===== config.mk =====
export PLATFORM = sky130hd
export DESIGN_NAME = bounded_fifo_evict_set_flat
export DESIGN_NICKNAME = d
export VERILOG_FILES = /design/src/sv/bfes_pkg.sv /design/src/sv/bfes_if.sv /design/src/sv/bounded_fifo_evict_set.sv /design/src/sv/bfes_cell.sv /design/src/sv/bfes_pos_enc.sv /design/src/flat_wrapper.sv
export SDC_FILE = /design/constraint.sdc
export NUM_CORES = 1
export LEC_CHECK = 0
export BUFFER_PORTS_ARGS = -buffer_cell sky130_fd_sc_hd__buf_2
export CELL_PAD_IN_SITES_DETAIL_PLACEMENT = 1
export CELL_PAD_IN_SITES_GLOBAL_PLACEMENT = 1
export CORE_AREA = 2 2 178 180
export DETAILED_ROUTE_END_ITERATION = 12
export DIE_AREA = 0 0 180 182
export HOLD_SLACK_MARGIN = 0.08
export PLACE_DENSITY = 0.95
export SLEW_MARGIN = 20
export SYNTH_ARGS = -nofsm -noshare
export SYNTH_HDL_FRONTEND = slang
export SYNTH_SLANG_ARGS = --single-unit

===== constraint.sdc =====
create_clock -name i_clk -period 6 [get_ports i_clk]
set_input_delay 0.3 -clock i_clk [delete_from_list [all_inputs] [get_ports i_clk]]
set_output_delay 0.3 -clock i_clk [all_outputs]
set_load 0.05 [all_outputs]

===== src/sv/bfes_pkg.sv =====
// Package for the bounded FIFO-eviction set: sizes, request codes, types
// and field conversion helpers. No dependencies.
package bfes_pkg;

    localparam int DEPTH       = 8;
    localparam int VALUE_WIDTH = 32;

    // Fixed field widths of the request and response words
    localparam int REQ_TYPE_W  = 2;
    localparam int ELEMENT_W   = 32;
    localparam int HIT_POS_W   = 3;
    localparam int ENTRY_CNT_W = 4;

    localparam int POS_W = (DEPTH > 1) ? $clog2(DEPTH) : 1;
    localparam int CNT_W = $clog2(DEPTH + 1);

    localparam logic [CNT_W-1:0] FULL_COUNT = CNT_W'(DEPTH);

    // Request codes; every other code acts as a lookup
    localparam logic [REQ_TYPE_W-1:0] REQ_ADD    = 2'd0;
    localparam logic [REQ_TYPE_W-1:0] REQ_REMOVE = 2'd1;

    typedef logic [VALUE_WIDTH-1:0] t_value;
    typedef logic [POS_W-1:0]       t_pos;
    typedef logic [CNT_W-1:0]       t_count;

    // Per-cycle command broadcast to every cell
    typedef struct packed {
        logic add_miss;  // push the key in at the front
        logic remove;    // close the gap behind a match
    } t_cell_ctl;

    // Result of the priority search over the cell row
    typedef struct packed {
        logic hit;
        t_pos pos;
    } t_match;

    typedef struct packed {
        logic                   hit;
        logic [HIT_POS_W-1:0]   hit_position;
        logic [ENTRY_CNT_W-1:0] entry_count;
        logic                   evicted;
        logic [ELEMENT_W-1:0]   evicted_value;
    } t_rsp;

    function automatic t_value field_to_value(logic [ELEMENT_W-1:0] f);
        logic [63:0] wide;
        wide = 64'(f);
        return wide[VALUE_WIDTH-1:0];
    endfunction

    function automatic logic [ELEMENT_W-1:0] value_to_field(t_value v);
        logic [63:0] wide;
        wide = 64'(v);
        return wide[ELEMENT_W-1:0];
    endfunction

    function automatic logic [HIT_POS_W-1:0] pos_to_field(t_pos p);
        logic [63:0] wide;
        wide = 64'(p);
        return wide[HIT_POS_W-1:0];
    endfunction

    function automatic logic [ENTRY_CNT_W-1:0] count_to_field(t_count c);
        logic [63:0] wide;
        wide = 64'(c);
        return wide[ENTRY_CNT_W-1:0];
    endfunction

endpackage


===== src/sv/bfes_if.sv =====
// Valid/ready channel interfaces for request and response words.
// Depends on bfes_pkg for field widths.
interface bfes_req_if;
    logic                                valid;
    logic                                ready;
    logic [bfes_pkg::REQ_TYPE_W-1:0]     req_type;
    logic [bfes_pkg::ELEMENT_W-1:0]      element_value;

    modport source (output valid, output req_type, output element_value, input ready);
    modport sink   (input valid, input req_type, input element_value, output ready);
endinterface

interface bfes_rsp_if;
    logic                                valid;
    logic                                ready;
    logic                                hit;
    logic [bfes_pkg::HIT_POS_W-1:0]      hit_position;
    logic [bfes_pkg::ENTRY_CNT_W-1:0]    entry_count;
    logic                                evicted;
    logic [bfes_pkg::ELEMENT_W-1:0]      evicted_value;

    modport source (output valid, output hit, output hit_position, output entry_count,
                    output evicted, output evicted_value, input ready);
    modport sink   (input valid, input hit, input hit_position, input entry_count,
                    input evicted, input evicted_value, output ready);
endinterface


===== src/sv/bounded_fifo_evict_set.sv =====
// Top level of the bounded FIFO-eviction associative set: a row of cells,
// the match encoder, the entry counter and the response register.
// Depends on bfes_pkg, bfes_if, bfes_cell and bfes_pos_enc.
//
//  channel   modport         direction  payload
//  i_req     bfes_req_if     in         req_type, element_value
//  o_rsp     bfes_rsp_if     out        hit, hit_position, entry_count,
//                                       evicted, evicted_value
//
// Each request word is handled by the compare-and-shift: all cells compare against
// the key in parallel, the priority encoder picks the newest match and the row
// shifts at the same edge. The response word is registered and shows in the cycle
// after acceptance; a request is taken every cycle while that register is empty or
// draining, so a stalled response holds the request side. Reset clears valid bits,
// count and response valid; values stay.
module bounded_fifo_evict_set (
    input  logic          i_clk,
    input  logic          i_rst_n,
    bfes_req_if.sink      i_req,
    bfes_rsp_if.source    o_rsp
);

    localparam int D = bfes_pkg::DEPTH;

    bfes_pkg::t_value    w_key;
    bfes_pkg::t_cell_ctl w_ctl;
    bfes_pkg::t_match    w_match;
    bfes_pkg::t_count    r_count;
    bfes_pkg::t_count    n_count;
    bfes_pkg::t_rsp      r_rsp;
    bfes_pkg::t_rsp      n_rsp;
    logic                r_rsp_valid;
    logic                w_accept;
    logic                w_full;

    bfes_pkg::t_value    w_value [D];
    logic [D-1:0]        w_valid;
    logic [D-1:0]        w_cell_match;
    logic [D:0]          w_seen;

    // Take a request whenever the response register is free or draining
    assign i_req.ready = !r_rsp_valid || o_rsp.ready;
    assign w_accept    = i_req.valid && i_req.ready;

    assign w_key  = bfes_pkg::field_to_value(i_req.element_value);
    assign w_full = (r_count == bfes_pkg::FULL_COUNT);

    // Drive the row: push the key on an add that misses, close the gap on
    // a remove (cells behind the match shift forward; a miss shifts none)
    assign w_ctl.add_miss = w_accept && (i_req.req_type == bfes_pkg::REQ_ADD) && !w_match.hit;
    assign w_ctl.remove   = w_accept && (i_req.req_type == bfes_pkg::REQ_REMOVE);

    assign w_seen[0] = 1'b0;

    for (genvar g = 0; g < D; g++) begin : g_cell
        bfes_pkg::t_value prev_value;
        logic             prev_valid;
        bfes_pkg::t_value next_value;
        logic             next_valid;

        if (g == 0) begin : g_front
            assign prev_value = w_key;
            assign prev_valid = 1'b1;
        end else begin : g_inner_prev
            assign prev_value = w_value[g-1];
            assign prev_valid = w_valid[g-1];
        end

        if (g == D - 1) begin : g_back
            // Back cell empties on a remove that hits; its value is a don't care
            assign next_value = w_value[g];
            assign next_valid = 1'b0;
        end else begin : g_inner_next
            assign next_value = w_value[g+1];
            assign next_valid = w_valid[g+1];
        end

        bfes_cell u_cell (
            .i_clk        (i_clk),
            .i_rst_n      (i_rst_n),
            .i_ctl        (w_ctl),
            .i_key        (w_key),
            .i_prev_value (prev_value),
            .i_prev_valid (prev_valid),
            .i_next_value (next_value),
            .i_next_valid (next_valid),
            .i_seen       (w_seen[g]),
            .o_seen       (w_seen[g+1]),
            .o_match      (w_cell_match[g]),
            .o_value      (w_value[g]),
            .o_valid      (w_valid[g])
        );
    end

    bfes_pos_enc u_pos_enc (
        .i_match (w_cell_match),
        .o_match (w_match)
    );

    // Count after the operation: saturate on add, drop by one on a hit remove
    always_comb begin
        n_count = r_count;
        if (w_ctl.add_miss && !w_full) begin
            n_count = r_count + 1'b1;
        end else if (w_ctl.remove && w_match.hit) begin
            n_count = r_count - 1'b1;
        end
    end

    // Build the response word; the back cell is the one evicted when full
    always_comb begin
        n_rsp.hit           = w_match.hit;
        n_rsp.hit_position  = w_match.hit ? bfes_pkg::pos_to_field(w_match.pos) : '0;
        n_rsp.entry_count   = bfes_pkg::count_to_field(n_count);
        n_rsp.evicted       = w_ctl.add_miss && w_full;
        n_rsp.evicted_value = (w_ctl.add_miss && w_full)
                              ? bfes_pkg::value_to_field(w_value[D-1]) : '0;
    end

    always_ff @(posedge i_clk) begin
        if (w_accept) begin
            r_rsp <= n_rsp;
        end
        if (!i_rst_n) begin
            r_count     <= '0;
            r_rsp_valid <= 1'b0;
        end else begin
            r_count <= n_count;
            if (w_accept) begin
                r_rsp_valid <= 1'b1;
            end else if (o_rsp.ready) begin
                r_rsp_valid <= 1'b0;
            end
        end
    end

    assign o_rsp.valid         = r_rsp_valid;
    assign o_rsp.hit           = r_rsp.hit;
    assign o_rsp.hit_position  = r_rsp.hit_position;
    assign o_rsp.entry_count   = r_rsp.entry_count;
    assign o_rsp.evicted       = r_rsp.evicted;
    assign o_rsp.evicted_value = r_rsp.evicted_value;

endmodule


===== src/sv/bfes_cell.sv =====
// One storage cell of the set: holds an entry, compares it to the key and
// shifts from a neighbor on add or remove. Depends on bfes_pkg.
module bfes_cell (
    input  logic                i_clk,
    input  logic                i_rst_n,
    input  bfes_pkg::t_cell_ctl i_ctl,
    input  bfes_pkg::t_value    i_key,
    input  bfes_pkg::t_value    i_prev_value,
    input  logic                i_prev_valid,
    input  bfes_pkg::t_value    i_next_value,
    input  logic                i_next_valid,
    input  logic                i_seen,
    output logic                o_seen,
    output logic                o_match,
    output bfes_pkg::t_value    o_value,
    output logic                o_valid
);

    bfes_pkg::t_value r_value;
    bfes_pkg::t_value n_value;
    logic             r_valid;
    logic             n_valid;

    assign o_match = r_valid && (r_value == i_key);
    // A match here or nearer the front puts this cell behind the gap
    assign o_seen  = i_seen || o_match;
    assign o_value = r_value;
    assign o_valid = r_valid;

    always_comb begin
        n_value = r_value;
        n_valid = r_valid;
        if (i_ctl.add_miss) begin
            n_value = i_prev_value;
            n_valid = i_prev_valid;
        end else if (i_ctl.remove && o_seen) begin
            n_value = i_next_value;
            n_valid = i_next_valid;
        end
    end

    always_ff @(posedge i_clk) begin
        r_value <= n_value;
        if (!i_rst_n) begin
            r_valid <= 1'b0;
        end else begin
            r_valid <= n_valid;
        end
    end

endmodule


===== src/sv/bfes_pos_enc.sv =====
// Priority encoder over the cell match lines: first match from the front.
// Depends on bfes_pkg.
module bfes_pos_enc (
    input  logic [bfes_pkg::DEPTH-1:0] i_match,
    output bfes_pkg::t_match           o_match
);

    always_comb begin
        o_match.hit = |i_match;
        o_match.pos = '0;
        // Walk from the back so the newest match wins
        for (int i = bfes_pkg::DEPTH - 1; i >= 0; i--) begin
            if (i_match[i]) begin
                o_match.pos = bfes_pkg::POS_W'(i);
            end
        end
    end

endmodule


===== src/flat_wrapper.sv =====
// flat-port wrapper written by rule: the top's interface ports become plain ports
module bounded_fifo_evict_set_flat 
  (i_clk, i_rst_n, i_req_valid, i_req_req_type, i_req_element_value, i_req_ready, o_rsp_valid, o_rsp_hit, o_rsp_hit_position, o_rsp_entry_count, o_rsp_evicted, o_rsp_evicted_value, o_rsp_ready);
  bfes_req_if i_req_i ();
  bfes_rsp_if o_rsp_i ();
  input  logic i_clk;
  input  logic i_rst_n;
  input wire logic [$bits(i_req_i.valid)-1:0] i_req_valid;
  input wire logic [$bits(i_req_i.req_type)-1:0] i_req_req_type;
  input wire logic [$bits(i_req_i.element_value)-1:0] i_req_element_value;
  output wire logic [$bits(i_req_i.ready)-1:0] i_req_ready;
  output wire logic [$bits(o_rsp_i.valid)-1:0] o_rsp_valid;
  output wire logic [$bits(o_rsp_i.hit)-1:0] o_rsp_hit;
  output wire logic [$bits(o_rsp_i.hit_position)-1:0] o_rsp_hit_position;
  output wire logic [$bits(o_rsp_i.entry_count)-1:0] o_rsp_entry_count;
  output wire logic [$bits(o_rsp_i.evicted)-1:0] o_rsp_evicted;
  output wire logic [$bits(o_rsp_i.evicted_value)-1:0] o_rsp_evicted_value;
  input wire logic [$bits(o_rsp_i.ready)-1:0] o_rsp_ready;
  assign i_req_i.valid = i_req_valid;
  assign i_req_i.req_type = i_req_req_type;
  assign i_req_i.element_value = i_req_element_value;
  assign i_req_ready = i_req_i.ready;
  assign o_rsp_valid = o_rsp_i.valid;
  assign o_rsp_hit = o_rsp_i.hit;
  assign o_rsp_hit_position = o_rsp_i.hit_position;
  assign o_rsp_entry_count = o_rsp_i.entry_count;
  assign o_rsp_evicted = o_rsp_i.evicted;
  assign o_rsp_evicted_value = o_rsp_i.evicted_value;
  assign o_rsp_i.ready = o_rsp_ready;
  bounded_fifo_evict_set u_core (.i_clk(i_clk), .i_rst_n(i_rst_n), .i_req(i_req_i), .o_rsp(o_rsp_i));
endmodule

==> impl_results.md <==
- Outcome: finished clean
- RSZ-0062 raised after global routing: no
- Gr ovfl total: 0
- Clk_skew: 0.0285 ns
- MaxCap Viol Count: 0
- Setup crit start: u_core.g_cell[2].u_cell.o_value[22]
- Core footprint: 31000 µm²
- Average size of a mapped cell: a little over 10 µm²
- Reg-to-Reg End: u_core.g_cell[3].u_cell.o_value[12]
- CTS tree: yes
- Startpoint types: register
- Crit path max fanout: 91
- Max Clk Rate: approximately 0.22 GHz
- DP HPWL: a little over 40000 µm
- Syn Std Cell Area: about 16000 µm²
- Layout cells sized above 1: under 10%
- Worst min path class: input pin to register
- Cell Pwr Density: ~300 nW/µm²
- FILL cells: 3395
- Worst path slowest cell: nor4_1
- Peak supply drop: approximately 0.27 mV
- Layout Nets: roughly 1600
- Crit path max-delay family: simple AND/OR/NAND/NOR gates
- Period Utilization, post-route: between 70 and 80%
- CP Buf/Inv Count: 2
- Slew HR: 23.8%
- Drt first pass iters: 5
- Vias in the first global route: 12603
- CTS max path bufs: 3
- Via density: ~6.1
- Worst-margin pin slew: 1.13 ns
- Avg WL per Cell: roughly 28 µm
- Post-Synthesis Cells: 1561
- H-tree levels: 2
- R2R depth: 9
- Highest Signal Layer: met5
- Largest net degree at the start of global routing: ~150
- Final Hold Violating Endpoints: 0
- Synth warn: 0
- Critical R2R Launch: u_core.g_cell[2].u_cell.o_value[22]
- Required @ worst endpoint: roughly 6.3 ns
- Most frequent cells in the layout: nand2_1 (691), edfxtp_1 (297), xor2_1 (185)
- Clock Latency Late Sink: 0.53 ns
- Routed Antenna Nets: 0
- Total GRT Usage: between 30% and 40%
- Global-route wire length before repair: ~84000 µm
- Clk sinks: 310
- Die Wd: around 180 µm
- Tmin final: around 4.6 ns
- Chip Height: between 150 and 200 µm
- Worst path cell trace: xor2_1 -> nor4_1 -> nand4_1 -> or4_4 -> nand4_4 -> or4_4 -> buf_4 -> nand2_1 -> buf_4
- Residual DRC: 0
- Post-CTS sizing: 0
- Crit path largest cell delay: between 0.8 and 0.9 ns
- Global placement routability congestion: 1.02
- Crit path depth: 9
- FF+latch count, synth: 310
- Seq/Total Area, Yosys: a little under three fifths
- Row count: between 60 and 70
- Critical Path Sink Type: register
- Clock-pin slew on the worst setup and hold paths: about 0.07 ns
- Met1 WL: roughly 21000 µm
- Metal3 WL: ~5300 µm
- Die ar.: approximately 33000 µm²
- Hold depth: 3
- CP Class: register to register
- First DRT Iteration DRCs: 1543
- Worst endpoint data arrival time: 4.85 ns
- CTS Root Cell: clkbuf_16
- # IOs: just over 80
- Area Growth Syn to Fin: 8.96%
- Final Util: between 50% and 60%
- Commonest non-fill, non-tap cell in the layout: nand2_1
- Syn Nets: around 1600
- Synth cell types: 42
- CP endpoint: u_core.g_cell[3].u_cell.o_value[12]
- Wirelength, routed: 57400 µm
- Vias after detailed routing: 12300
- Lkg Pwr: between 7 and 8 nW
- IO Port Bufs: 80
- TritonCTS Buffers: 36
- Final setup viols: 0
- Initial antenna violation count: 5
- Final Max Tran Viols: 0
- Starting density of the core: approximately 52%
- Metal2 WL: between 20000 and 30000 µm
- Reg-to-reg slack, setup: ~1.4 ns
- Setup_tns: 0 ns
## state kept, by name (all words and copies together), names as in the netlist
register / flops
u_core.g_cell.u_cell.o_value: 256
u_core.o_rsp.evicted_value: 32
u_core.g_cell.u_cell.o_valid: 8
u_core.o_rsp.entry_count: 4
u_core.r_count: 4
u_core.o_rsp.hit_position: 3
u_core.o_rsp.evicted: 1
u_core.o_rsp.hit: 1
u_core.o_rsp.valid: 1
## stage by stage
step	instances	cell area, µm²	worst slack [ns]	power, mW	hold WS [ns]
after floorplan	1561	16100	2.48	2.88	0.429
after global placement	1966	16400	1.62	3.04	0.472
after detailed placement	1966	16400	1.53	3.07	0.484
after CTS	2031	17500	1.62	5.11	0.122
after global routing	2032	17500	1.34	5.22	0.149
final	2032	17500	1.39	5.11	0.138
## cells in the mapped netlist, drive strengths merged
cell | instances | share of area, %
a211oi | 3 | 0.14
a21bo | 1 | 0.062
a21boi | 1 | 0.047
a21o | 1 | 0.047
a21oi | 7 | 0.29
a2bb2oi | 1 | 0.093
a31oi | 2 | 0.078
a32oi | 1 | 0.054
and3 | 34 | 1.3
buf | 89 | 4.3
clkbuf | 5 | 0.12
dfxtp | 13 | 1.6
edfxtp | 297 | 55
ha | 2 | 0.16
inv | 9 | 0.21
mux2 | 4 | 0.28
mux2i | 4 | 0.25
nand2 | 691 | 16
nand2b | 7 | 0.27
nand3 | 17 | 0.53
nand3b | 1 | 0.047
nand4 | 22 | 0.95
nor2 | 8 | 0.19
nor3 | 11 | 0.34
nor3b | 1 | 0.047
nor4 | 47 | 1.8
o211a | 2 | 0.12
o21a | 3 | 0.14
o21ai | 6 | 0.19
o221a | 1 | 0.070
o31a | 1 | 0.054
or2 | 1 | 0.039
or3 | 7 | 0.27
or4 | 3 | 0.16
xnor2 | 73 | 4.0
xor2 | 185 | 10
## per-layer routing
layer / global-route usage (%) / up-vias
li1: - / 5278
met1: 42.2 / 6130
met4: 20.8 / 8
met2: 56.3 / 677
met5: 0.593 / -
met3: 8.70 / 207
## area by class of cell
cell class | instances | area, µm² | share of cell area (%)
diodes | 1 | 2.50 | 0.0143
flip-flops and latches | 310 | 9180 | 52.4
clock inverters | 12 | 70.1 | 0.400
inverters | 9 | 41.3 | 0.236
repair buffers | 98 | 563 | 3.21
clock buffers | 52 | 1000 | 5.73
multi-input cells | 1148 | 6160 | 35.1
well taps | 402 | 503 | 2.87
## repair_timing
action / in CTS / in global routing
setup buffers: 0 / 0
endpoints found under the hold margin: 1 / 0
hold buffers: 1 / 0
## worst min-delay path, stage by stage
cell and delay, ns:
buf_2 0.07, nand2b_1 0.13, a21oi_1 0.08
## cells by family after synthesis
kind of cell / synth area share [%]
simple gates: 22.1
compound gates: 1.39
xor+xnor: 14.1
flops: 57.1
mux: 0.529
buf+inv: 4.65
fa+ha+maj: 0.156
## report_power, final
part           switching [mW]  internal (mW)
sequential             0.0636           2.45
clock                   0.896           1.17
combinational           0.397          0.139
total                    1.36           3.75
## worst min-delay path by stage
stage / startpoint / to
2_1_floorplan: i_req_valid / u_core.o_rsp.valid
6_report: o_rsp_ready / u_core.o_rsp.valid
3_3_place_gp: u_core.g_cell[6].u_cell.o_valid / u_core.g_cell[7].u_cell.o_valid
3_5_place_dp: u_core.g_cell[6].u_cell.o_value[30] / u_core.g_cell[7].u_cell.o_value[30]
4_1_cts: o_rsp_ready / u_core.o_rsp.valid
5_1_grt: i_rst_n / u_core.g_cell[1].u_cell.o_valid
Power figures use the tool's default switching activity.
